===== src/rtl/cbm_pkg.sv =====
// ----------------------------------------------------------------------------
// cbm_pkg
// Shared types and constants of the cartridge bank mapper with IRQ counter.
// ----------------------------------------------------------------------------
package cbm_pkg;

  localparam int unsigned PrgSizeW = 20;
  localparam int unsigned ChrSizeW = 19;
  localparam int unsigned CfgDataW = 20;
  localparam int unsigned CfgIdxW  = 2;

  // item kinds
  localparam logic [1:0] MODE_TICK      = 2'd0;
  localparam logic [1:0] MODE_WRITE     = 2'd1;
  localparam logic [1:0] MODE_PRG_XLATE = 2'd2;
  localparam logic [1:0] MODE_CHR_XLATE = 2'd3;

  // configuration register indexes
  localparam logic [CfgIdxW-1:0] CFG_PRG_ROM_BYTES = 2'd0;
  localparam logic [CfgIdxW-1:0] CFG_CHR_ROM_BYTES = 2'd1;
  localparam logic [CfgIdxW-1:0] CFG_SWAP_LINES    = 2'd2;

  localparam logic [PrgSizeW-1:0] PRG_SIZE_RESET = 20'h40000;
  localparam logic [ChrSizeW-1:0] CHR_SIZE_RESET = 19'h20000;

  // register pages (address bits 15:12)
  localparam logic [3:0] PAGE_PRG0 = 4'h8;
  localparam logic [3:0] PAGE_MIR  = 4'hB;
  localparam logic [3:0] PAGE_PRG1 = 4'hC;
  localparam logic [3:0] PAGE_CHR0 = 4'hD;
  localparam logic [3:0] PAGE_CHR1 = 4'hE;
  localparam logic [3:0] PAGE_IRQ  = 4'hF;

  // sub-registers (address bits 1:0)
  localparam logic [1:0] SUB_MIRROR     = 2'd3;
  localparam logic [1:0] SUB_IRQ_RELOAD = 2'd0;
  localparam logic [1:0] SUB_IRQ_CTRL   = 2'd1;
  localparam logic [1:0] SUB_IRQ_ACK    = 2'd2;

  // scanline prescaler
  localparam logic signed [9:0] PRESCALE_RELOAD = 10'sd341;
  localparam logic signed [9:0] PRESCALE_STEP   = 10'sd3;

  typedef struct packed {
    logic [1:0]  mode;
    logic [15:0] bus_address;
    logic [7:0]  write_data;
  } in_word_t;

  typedef struct packed {
    logic [18:0] rom_address;
    logic        irq_line;
    logic [1:0]  mirror_mode;
    logic        ram_enabled;
  } out_word_t;

  typedef struct packed {
    logic tick;
    logic load_reload;
    logic load_ctrl;
    logic ack;
  } irq_ctl_t;

endpackage


===== src/rtl/cbm_irq.sv =====
// ----------------------------------------------------------------------------
// cbm_irq
// Interrupt counter: cycle or scanline mode, reload value, control and ack.
// ----------------------------------------------------------------------------
module cbm_irq (
  input  logic              clk,
  input  logic              rst,
  input  cbm_pkg::irq_ctl_t ctl,
  input  logic [7:0]        data,
  output logic              pending_next
);
  import cbm_pkg::*;

  logic [7:0]        count, count_next;
  logic [7:0]        reload, reload_next;
  logic              enabled, enabled_next;
  logic              rearm, rearm_next;
  logic              scanline, scanline_next;
  logic              pending;
  logic signed [9:0] prescaler, prescaler_next;
  logic signed [9:0] pre_dec;
  logic              advance;

  always_comb begin
    count_next     = count;
    reload_next    = reload;
    enabled_next   = enabled;
    rearm_next     = rearm;
    scanline_next  = scanline;
    pending_next   = pending;
    prescaler_next = prescaler;
    pre_dec        = prescaler - PRESCALE_STEP;
    advance        = 1'b1;

    if (ctl.tick && enabled) begin
      if (scanline) begin
        advance        = (pre_dec <= 10'sd0);
        prescaler_next = advance ? pre_dec + PRESCALE_RELOAD : pre_dec;
      end
      if (advance) begin
        if (count == 8'hFF) begin
          count_next   = reload;
          pending_next = 1'b1;
        end else begin
          count_next = count + 8'd1;
        end
      end
    end

    if (ctl.load_reload) begin
      reload_next = data;
    end

    if (ctl.load_ctrl) begin
      pending_next  = 1'b0;
      rearm_next    = data[0];
      enabled_next  = data[1];
      scanline_next = ~data[2];
      if (data[1]) begin
        count_next     = reload;
        prescaler_next = PRESCALE_RELOAD;
      end
    end

    if (ctl.ack) begin
      pending_next = 1'b0;
      enabled_next = rearm;
    end
  end

  always_ff @(posedge clk) begin
    if (rst) begin
      count     <= '0;
      reload    <= '0;
      enabled   <= 1'b0;
      rearm     <= 1'b0;
      scanline  <= 1'b0;
      pending   <= 1'b0;
      prescaler <= PRESCALE_RELOAD;
    end else begin
      count     <= count_next;
      reload    <= reload_next;
      enabled   <= enabled_next;
      rearm     <= rearm_next;
      scanline  <= scanline_next;
      pending   <= pending_next;
      prescaler <= prescaler_next;
    end
  end

endmodule


===== src/rtl/cartridge_bank_mapper_with_irq_core.sv =====
// ----------------------------------------------------------------------------
// cartridge_bank_mapper_with_irq_core
// Bank-switch mapper: register writes, PRG/CHR address translation and a
// scanline/cycle interrupt counter, one word per clock while in_ready is high.
// ----------------------------------------------------------------------------
//  channel | direction | handshake          | payload
//  in      | input     | in_valid/in_ready  | in_word (mode, address, data)
//  out     | output    | out_valid/out_ready| out_word (rom addr, irq, mirror, ram)
//  cfg     | input     | cfg_write          | cfg_index, cfg_data
//
//  one word accepted per cycle while in_ready is high; its result goes to out_word, or to the skid while out stalls
//  all work is one combinational pass from the accepted word and state
//  a two-entry output buffer (register plus skid) lets one more word in while
//  out is stalled; in_ready drops only while the skid holds
//  synchronous reset; no clearing pass
// ----------------------------------------------------------------------------
module cartridge_bank_mapper_with_irq_core (
  input  logic                            clk,
  input  logic                            rst,
  input  logic                            in_valid,
  output logic                            in_ready,
  input  cbm_pkg::in_word_t               in_word,
  output logic                            out_valid,
  input  logic                            out_ready,
  output cbm_pkg::out_word_t              out_word,
  input  logic                            cfg_write,
  input  logic [cbm_pkg::CfgIdxW-1:0]     cfg_index,
  input  logic [cbm_pkg::CfgDataW-1:0]    cfg_data
);
  import cbm_pkg::*;

  logic [PrgSizeW-1:0] prg_rom_len;
  logic [ChrSizeW-1:0] chr_rom_len;
  logic                swap_lines;

  logic [4:0] program_banks [2];
  logic [7:0] character_banks [8];
  logic [1:0] mirror_select;
  logic       ram_enable_flag;

  logic        in_fire, out_fire, wr;
  logic [15:0] addr;
  logic [3:0]  page;
  logic        prg_we, chr_we, mir_we;
  logic [2:0]  chr_idx;
  irq_ctl_t    irq_ctl;
  logic        irq_pending_next;

  logic [PrgSizeW-1:0] prg_off, prg_full;
  logic [15:0]         prg_low;
  logic [ChrSizeW-1:0] chr_full;
  logic [7:0]          chr_page_bank;

  out_word_t result;
  out_word_t skid_word;
  logic      skid_valid;

  assign in_ready = ~skid_valid;
  assign in_fire  = in_valid & in_ready;
  assign out_fire = out_valid & out_ready;

  // register write decode
  always_comb begin
    addr = swap_lines ? {in_word.bus_address[15:2], in_word.bus_address[0],
                         in_word.bus_address[1]} : in_word.bus_address;
    page    = addr[15:12];
    wr      = in_fire && (in_word.mode == MODE_WRITE);
    prg_we  = wr && (page == PAGE_PRG0 || page == PAGE_PRG1);
    chr_we  = wr && (page == PAGE_CHR0 || page == PAGE_CHR1);
    mir_we  = wr && (page == PAGE_MIR) && (addr[1:0] == SUB_MIRROR);
    chr_idx = {~addr[12], addr[1:0]};
    irq_ctl.tick        = in_fire && (in_word.mode == MODE_TICK);
    irq_ctl.load_reload = wr && (page == PAGE_IRQ) && (addr[1:0] == SUB_IRQ_RELOAD);
    irq_ctl.load_ctrl   = wr && (page == PAGE_IRQ) && (addr[1:0] == SUB_IRQ_CTRL);
    irq_ctl.ack         = wr && (page == PAGE_IRQ) && (addr[1:0] == SUB_IRQ_ACK);
  end

  cbm_irq u_irq (
    .clk          (clk),
    .rst          (rst),
    .ctl          (irq_ctl),
    .data         (in_word.write_data),
    .pending_next (irq_pending_next)
  );

  // address translation
  always_comb begin
    unique case (in_word.bus_address[15:13])
      3'b100, 3'b101: prg_off = {1'b0, program_banks[0], 14'b0};
      3'b110:         prg_off = {2'b0, program_banks[1], 13'b0};
      3'b111:         prg_off = prg_rom_len - 20'h02000;
      default:        prg_off = '0;
    endcase
    prg_low  = in_word.bus_address[14] ? {3'b0, in_word.bus_address[12:0]}
                                       : {2'b0, in_word.bus_address[13:0]};
    prg_full = ({4'b0, prg_low} | prg_off) & (prg_rom_len - 20'd1);
    chr_page_bank = character_banks[in_word.bus_address[12:10]];
    chr_full = ({9'b0, in_word.bus_address[9:0]} | {1'b0, chr_page_bank, 10'b0})
               & (chr_rom_len - 19'd1);
  end

  always_comb begin
    unique case (in_word.mode)
      MODE_PRG_XLATE: result.rom_address = prg_full[18:0];
      MODE_CHR_XLATE: result.rom_address = chr_full;
      default:        result.rom_address = '0;
    endcase
    result.irq_line    = irq_pending_next;
    result.mirror_mode = mir_we ? in_word.write_data[3:2] : mirror_select;
    result.ram_enabled = mir_we ? in_word.write_data[7] : ram_enable_flag;
  end

  // configuration and bank registers
  always_ff @(posedge clk) begin
    if (rst) begin
      prg_rom_len        <= PRG_SIZE_RESET;
      chr_rom_len        <= CHR_SIZE_RESET;
      swap_lines         <= 1'b0;
      program_banks[0]   <= '0;
      program_banks[1]   <= '0;
      for (int i = 0; i < 8; i++) begin
        character_banks[i] <= '0;
      end
      mirror_select      <= '0;
      ram_enable_flag    <= 1'b0;
    end else begin
      if (cfg_write) begin
        unique case (cfg_index)
          CFG_PRG_ROM_BYTES: prg_rom_len <= cfg_data[PrgSizeW-1:0];
          CFG_CHR_ROM_BYTES: chr_rom_len <= cfg_data[ChrSizeW-1:0];
          CFG_SWAP_LINES:    swap_lines  <= cfg_data[0];
          default: ;
        endcase
      end
      if (prg_we) begin
        program_banks[addr[14]] <= in_word.write_data[4:0];
      end
      if (chr_we) begin
        character_banks[chr_idx] <= in_word.write_data;
      end
      if (mir_we) begin
        mirror_select   <= in_word.write_data[3:2];
        ram_enable_flag <= in_word.write_data[7];
      end
    end
  end

  // output register with skid stage
  always_ff @(posedge clk) begin
    if (rst) begin
      out_valid  <= 1'b0;
      skid_valid <= 1'b0;
    end else if (skid_valid) begin
      if (out_fire) begin
        skid_valid <= 1'b0;
      end
    end else if (in_fire) begin
      if (out_valid && !out_ready) begin
        skid_valid <= 1'b1;
      end else begin
        out_valid <= 1'b1;
      end
    end else if (out_fire) begin
      out_valid <= 1'b0;
    end
  end

  always_ff @(posedge clk) begin
    if (skid_valid) begin
      if (out_fire) begin
        out_word <= skid_word;
      end
    end else if (in_fire) begin
      if (out_valid && !out_ready) begin
        skid_word <= result;
      end else begin
        out_word <= result;
      end
    end
  end

endmodule


===== config.mk =====
export PLATFORM = sky130hd
export DESIGN_NAME = cartridge_bank_mapper_with_irq_core
export DESIGN_NICKNAME = d
export VERILOG_FILES = /design/src/rtl/cbm_pkg.sv /design/src/rtl/cbm_irq.sv /design/src/rtl/cartridge_bank_mapper_with_irq_core.sv
export SDC_FILE = /design/constraint.sdc
export NUM_CORES = 1
export LEC_CHECK = 0
export BUFFER_PORTS_ARGS = -buffer_cell sky130_fd_sc_hd__buf_2
export CAP_MARGIN = 25
export CORE_MARGIN = 3
export CORE_UTILIZATION = 60
export DETAILED_ROUTE_END_ITERATION = 8
export PLACE_DENSITY = 0.8
export SYNTH_ARGS = -nofsm -noshare
export SYNTH_HDL_FRONTEND = slang
export SYNTH_SLANG_ARGS = --single-unit

===== constraint.sdc =====
create_clock -name clk -period 4.33 [get_ports clk]
set_clock_uncertainty 0.15 [all_clocks]
set_input_delay 1.0825 -clock clk [delete_from_list [all_inputs] [get_ports clk]]
set_output_delay 1.0825 -clock clk [all_outputs]
set_load 0.01 [all_outputs]

* Word-level counts from Yosys, hierarchy flattened
Memories as Yosys holds them, arrays and structs flattened.
Index checks and enable logic that the tools add are counted.
** Operators by class
- Add/sub/neg operators :: 6
- Magnitude comparators :: 1
- Equality and inequality tests :: 22
- Mux-type cells :: 50
- Bitwise logic cells :: 9
- Reduce and logical (&&, ||, !) cells :: 30
** Operators by type and width (count)
- $mux 23 :: 4
- $pmux 19 s3 :: 1
- $mux 10 :: 5
- $mux 8 :: 6
- $pmux 19 s2 :: 1
- $sub 19x1->19 const B :: 2
- $mux 1 :: 28
- $eq 4x4->1 const B :: 6
- $and 18x19->19 :: 1
- $and 19x19->19 :: 1
- $or 14x19->19 :: 1
- $sub 19x14->19 const B :: 1
- $or 10x18->18 :: 1
- $mux 14 :: 1
- $eq 3x3->1 const B :: 4
- $logic_and 1x1->1 :: 12
- $add 10x10->10 const B :: 1
- $eq 2x2->1 const B :: 5
- $le 10x1->1 const B :: 1
- $sub 10x3->10 const B :: 1
- $reduce_and 3->1 :: 3
- $add 8x1->8 const B :: 1
- $eq 8x8->1 const B :: 1
- $reduce_or 8->1 :: 1
- other kinds (14) :: 29
** Word-level totals
- Bits in registers :: 120
- RAM bits :: 74
- Input port bits :: 53
- Output and inout port bits :: 25
- Logic and storage cells :: 142
- Memories :: 2
** Memories
- character_banks :: depth 8, width 8, read ports 1, clocked after Yosys merged registers in 0, wr ports 8, line cartridge_bank_mapper_with_irq_core.sv:37 : logic [7:0] character_banks [8];
- program_banks :: depth 2, width 5, read ports 2, clocked after Yosys merged registers in 0, wr ports 2, line cartridge_bank_mapper_with_irq_core.sv:36 : logic [4:0] program_banks [2];

* Logic depth before layout (Yosys ltp)
- Depth after elaboration :: 12
- Depth in mapped cells :: 9

* Hierarchy
A second synthesis with hierarchy kept.
** Unflattened totals
- Cells, all modules :: 977
- Area, all modules :: 10043.4 sq um
** By module, submodules not included
- cartridge_bank_mapper_with_irq_core :: instances 1, cells each 699, area an instance 7892.6 sq um, seq. area each 4464.3 sq um
- cbm_irq :: instances 1, cells each 278, area an instance 2150.8 sq um, seq. area each 600.6 sq um

* Worst setup path before layout
Ideal clock, no wire load.
- Path kind :: input port to flip-flop
- Start point :: in rst
- End point :: mem character_banks[2][0], enable pin
- Setup time :: 384 ps
- Data arrival time :: 2841 ps
- Setup slack :: 955 ps
- Stages :: 7
- Cell sequence :: clkbuf_1 > inv_1 > nand3b_1 > or3_1 > or3_1 > clkbuf_1 > o21ai_0
** RTL lines
- from (decl) :: line cartridge_bank_mapper_with_irq_core.sv:19 : input logic rst,
- to (decl) :: line cartridge_bank_mapper_with_irq_core.sv:37

* Worst setup path in the final report
- Start point :: in in_word[24] (netlist bit)
- End point :: reg u_irq.prescaler[6]
** On the way
- Word-level cells in the longest chain between the ends :: 6
- Elaborated cells between the ends (all ways) :: 10
- Those cells by class :: 1 x eq/ne; 3 x mux; 6 x reduce/logical
** Ends and longest elaborated chain
- from (decl) :: line cartridge_bank_mapper_with_irq_core.sv:22 : input cbm_pkg::in_word_t in_word,
- $logic_not 2->1 :: line cartridge_bank_mapper_with_irq_core.sv:72 : irq_ctl.tick = in_fire && (in_word.mode == MODE_TICK);
- $logic_and 1x1->1 :: line cartridge_bank_mapper_with_irq_core.sv:72
- $logic_and 1x1->1 :: line cbm_irq.sv:35 : if (ctl.tick && enabled) begin
- $mux 10 :: line cbm_irq.sv:35
- $mux 10 :: line cbm_irq.sv:59 : if (data[1]) begin
- $mux 10 * :: line cbm_irq.sv:54 : if (ctl.load_ctrl) begin
- to (signal assigned) :: line cbm_irq.sv:87 : prescaler <= prescaler_next;
- to (decl) :: line cbm_irq.sv:20 : logic signed [9:0] prescaler, prescaler_next;
Every way passes the cells marked *; elsewhere a longest branch is shown, timed or not.
A chain may end at the register's enable or synchronous reset.

==> impl_metrics.py <==
metrics = {
    "outcome": {
        "outcome": "finished, final reports clean",
    },
    "power": {
        "ir_drop_mv": 0.2929,
        "power_leakage_nw": 4.159,
        "powerDensity_mw_per_mm2": 362.8,
    },
    "synth": {
        "synth_edf_count": 120,
        "syn_inst": 928,
        "post_synth_num_cell_types": 76,
        "synth_xor_area_share_pct": 2.335,
        "synth_mux_area_share_pct": 8.854,
        "synth_fa_ha_area_share_pct": 0.8982,
        "syn_area_mm2": 0.009751,
        "synth_compound_area_share_pct": 11.47,
        "avgSynthCellArea_um2": 10.51,
        "synth_flop_cell": "edfxtp_1",
        "yosys_warnings": 0,
        "synth_fp_nets": 988,
        "synth_top_family_by_area": "simple AND/OR/NAND/NOR gates",
        "async_reset_ff_share_pct": 0,
        "synthSimpleGateAreaFrac_pct": 21.66,
        "ys_ff_latch": 193,
        "yosysSeqAreaShare_pct": 51.94,
    },
    "clock_network": {
        "clk_pin_slew_ns": 0.07,
        "hold_buffers": 0,
        "cts_tree": "done",
        "clockBufferDepth": 2,
        "numCtsBuffers": 17,
        "cts_max_level": 4,
        "post_cts_resized": 0,
        "clockRootBuffer": "clkbuf_16",
        "clkSinkCount": 193,
        "clk_latency_ns": 0.43,
        "cts_setup_buffers": 0,
    },
    "run": {
        "cap_viol_max_count": 0,
    },
    "routing": {
        "drc": 0,
        "wl_per_cell_um": 18.55,
        "avgViaCountPerCell": 6.073,
        "drt-initial-drc-count": 923,
        "first_pass_iters": 5,
        "ant_nets": 0,
        "vias": 7385,
        "drt-total-wl_um": 22550,
    },
    "placed_design": {
        "hpwl_um": 15720,
        "portBuffers": 76,
        "dpl_cell_area_mm2": 0.01035,
        "gp_congestion": 0.9213,
    },
    "setup_path": {
        "slowest_delay_ns": 0.47,
        "slowest_stage": "nor4b_1",
        "rrSetupSlack_ns": 1.34,
        "cp_cell_sequence": "buf_2 > buf_4 > nor4b_1 > and2_1 > nand2_1 > a211oi_1 > nor3_1 > nand3b_1",
        "endpoint_kind": "flip-flop",
        "critPathRequiredTime_ns": 4.46,
        "path_max_fanout": 17,
        "crit_arrival_ns": 3.23,
        "path_buf_inv": 2,
        "crit_family": "simple AND/OR/NAND/NOR gates",
        "startpoint_type": "primary input",
        "path_class": "in2reg",
    },
    "floorplanning": {
        "dieArea_mm2": 0.01782,
        "io_pins": 78,
        "fp.dieH_um": 133.5,
        "initial_core_util_pct": 62.75,
        "core_mm2": 0.01554,
        "num_rows": 45,
        "die_w_um": 133.5,
    },
    "timing": {
        "min_period_over_period_pct": 71.59,
        "slew-limit-headroom_pct": 39.47,
        "final-setup-viol-count": 0,
        "report.final.slew_viol_count": 0,
        "setup_tns_ns": 0,
        "post-route-min-period_ns": 3.100,
        "hold_viol_final": 0,
        "worst_pin_slew_ns": 0.9056,
        "rsz0062_at_grt": "false",
        "clock.fmax_mhz": 322.6,
    },
    "final_layout": {
        "layout-drive-gt1-share_pct": 18.31,
        "register_area_mm2": 0.005065,
        "insertedDiodeCount": 0,
        "final_nets": 1052,
        "finalInstanceArea_mm2": 0.01089,
        "multi_input_area_mm2": 0.004418,
        "fillerInstances": 1155,
        "syn_to_final_growth_pct": 11.73,
    },
    "global_route": {
        "grt_max_degree": 61,
        "gr-total-overflow": 0,
        "grt_util_all_layers_pct": 25.39,
        "antenna_found_initial": 0,
        "grt_pass1_wl_um": 35960,
        "grt_pass1_vias": 6969,
    },
    "worst_hold_path": {
        "worstHoldPathType": "reg2reg",
    },
}
==> through the flow <==
stage,worst slack (ns),hold slack (ns),util [%],power [mW],instances
CTS,1.262,0.3349,70.10,3.956,1216
detailed placement,0.8252,0.3199,66.59,2.495,1184
finish,1.230,0.3398,70.10,3.952,1216
global placement,0.8713,0.3139,66.59,2.485,1184
floorplan,0.9550,0.2915,-,2.349,928
global route,1.108,0.3660,70.10,4.064,1216
==> path summary, 6_finish.rpt <==
path                                          from  depth (start not counted)            endpoint
worst max register to register  u_irq.prescaler[4]                          6         out_word[3]
worst min register to register     u_irq.reload[6]                          2      u_irq.count[6]
worst max-delay path                   in_word[24]                          8  u_irq.prescaler[6]
worst min-delay path               u_irq.reload[6]                          2      u_irq.count[6]
==> registers in the layout, summed over array words and instances, names as in the netlist, 2 cells and up <==
register and cells:
character_banks 64, out_word 23, skid_word 23, prg_rom_len 19
chr_rom_len 18, program_banks 10, u_irq.prescaler 10, u_irq.count 8
u_irq.reload 8, mirror_select 2
==> area by class of cell <==
type	instances	area share, %
Tap cell	211	2.423
Inverter	25	0.8614
Timing Repair Buffer	93	4.663
Clock inverter	11	0.9647
Sequential cell	193	46.49
Multi-Input combinational cell	662	40.55
Clock buffer	21	4.043
==> routing by layer <==
metal | global-route usage [%] | routed length [um]
met4 | 8.229 | 504
met1 | 34.31 | 9559
met3 | 5.325 | 1811
met5 | 0 | 0
met2 | 41.39 | 10680
==> tightest hold or removal path, cell delays in order, from the launching register on <==
cell     delay [ns]
dfxtp_1        0.31
inv_1          0.05
o32ai_1        0.08
==> cell usage after synthesis, types with 4 or more instances <==
| cell | count | area [um2] |
|---|---|---|
| o31ai_1 | 6 | 45.04 |
| o21a_1 | 7 | 52.55 |
| a211oi_1 | 5 | 37.54 |
| nor3b_1 | 5 | 37.54 |
| nand3_1 | 19 | 95.09 |
| and4_1 | 4 | 35.03 |
| mux2i_1 | 21 | 210.2 |
| a31oi_1 | 6 | 37.54 |
| o21ai_0 | 32 | 160.2 |
| o32ai_1 | 5 | 43.79 |
| o211ai_1 | 5 | 37.54 |
| dfxtp_1 | 73 | 1461 |
| or2_2 | 7 | 43.79 |
| mux4_2 | 16 | 360.4 |
| o211a_1 | 5 | 50.05 |
| edfxtp_1 | 120 | 3603 |
| or4_1 | 4 | 30.03 |
| nor2_1 | 54 | 202.7 |
| nor2b_1 | 12 | 75.07 |
| xnor2_1 | 15 | 131.4 |
| nor3_1 | 16 | 80.08 |
| mux2_2 | 25 | 281.5 |
| inv_1 | 23 | 86.33 |
| clkbuf_1 | 44 | 165.2 |
| ha_1 | 7 | 87.58 |
| nand2_1 | 125 | 469.2 |
| nand2b_1 | 8 | 50.05 |
| xor2_1 | 11 | 96.34 |
| and3_1 | 12 | 75.07 |
| and2_1 | 83 | 519.3 |
| nand3b_1 | 12 | 90.09 |
| nor4_1 | 9 | 56.30 |
| or3_1 | 7 | 43.79 |
| a21oi_1 | 60 | 300.3 |
==> power by group <==
part	internal (mW)	leakage (nW)	switching, mW
sequential	2.01	1.82	0.0316
clock	0.800	0.263	0.690
combinational	0.166	2.07	0.251
==> kinds of logic after synthesis <==
family	count (synthesis)
AND/OR/NAND/NOR	398
AO/OA/AOI/OAI	168
buffers and inverters	73
flip-flops	193
multiplexers	63
adder cells (fa/ha/maj)	7
XOR/XNOR	26
==> placed cells by master (no fill, tap or decap), types with 16 or more instances in the layout <==
master,count
mux4_2,16
nor3_1,16
dfxtp_1,73
inv_1,23
a21oi_1,59
clkbuf_16,17
and2_1,83
buf_2,76
mux2_2,25
nand2_1,125
o21ai_0,32
nand3_1,19
nor2_1,54
buf_4,17
edfxtp_1,120
mux2i_1,21
Note: power is estimated with default switching activity, not from simulation.
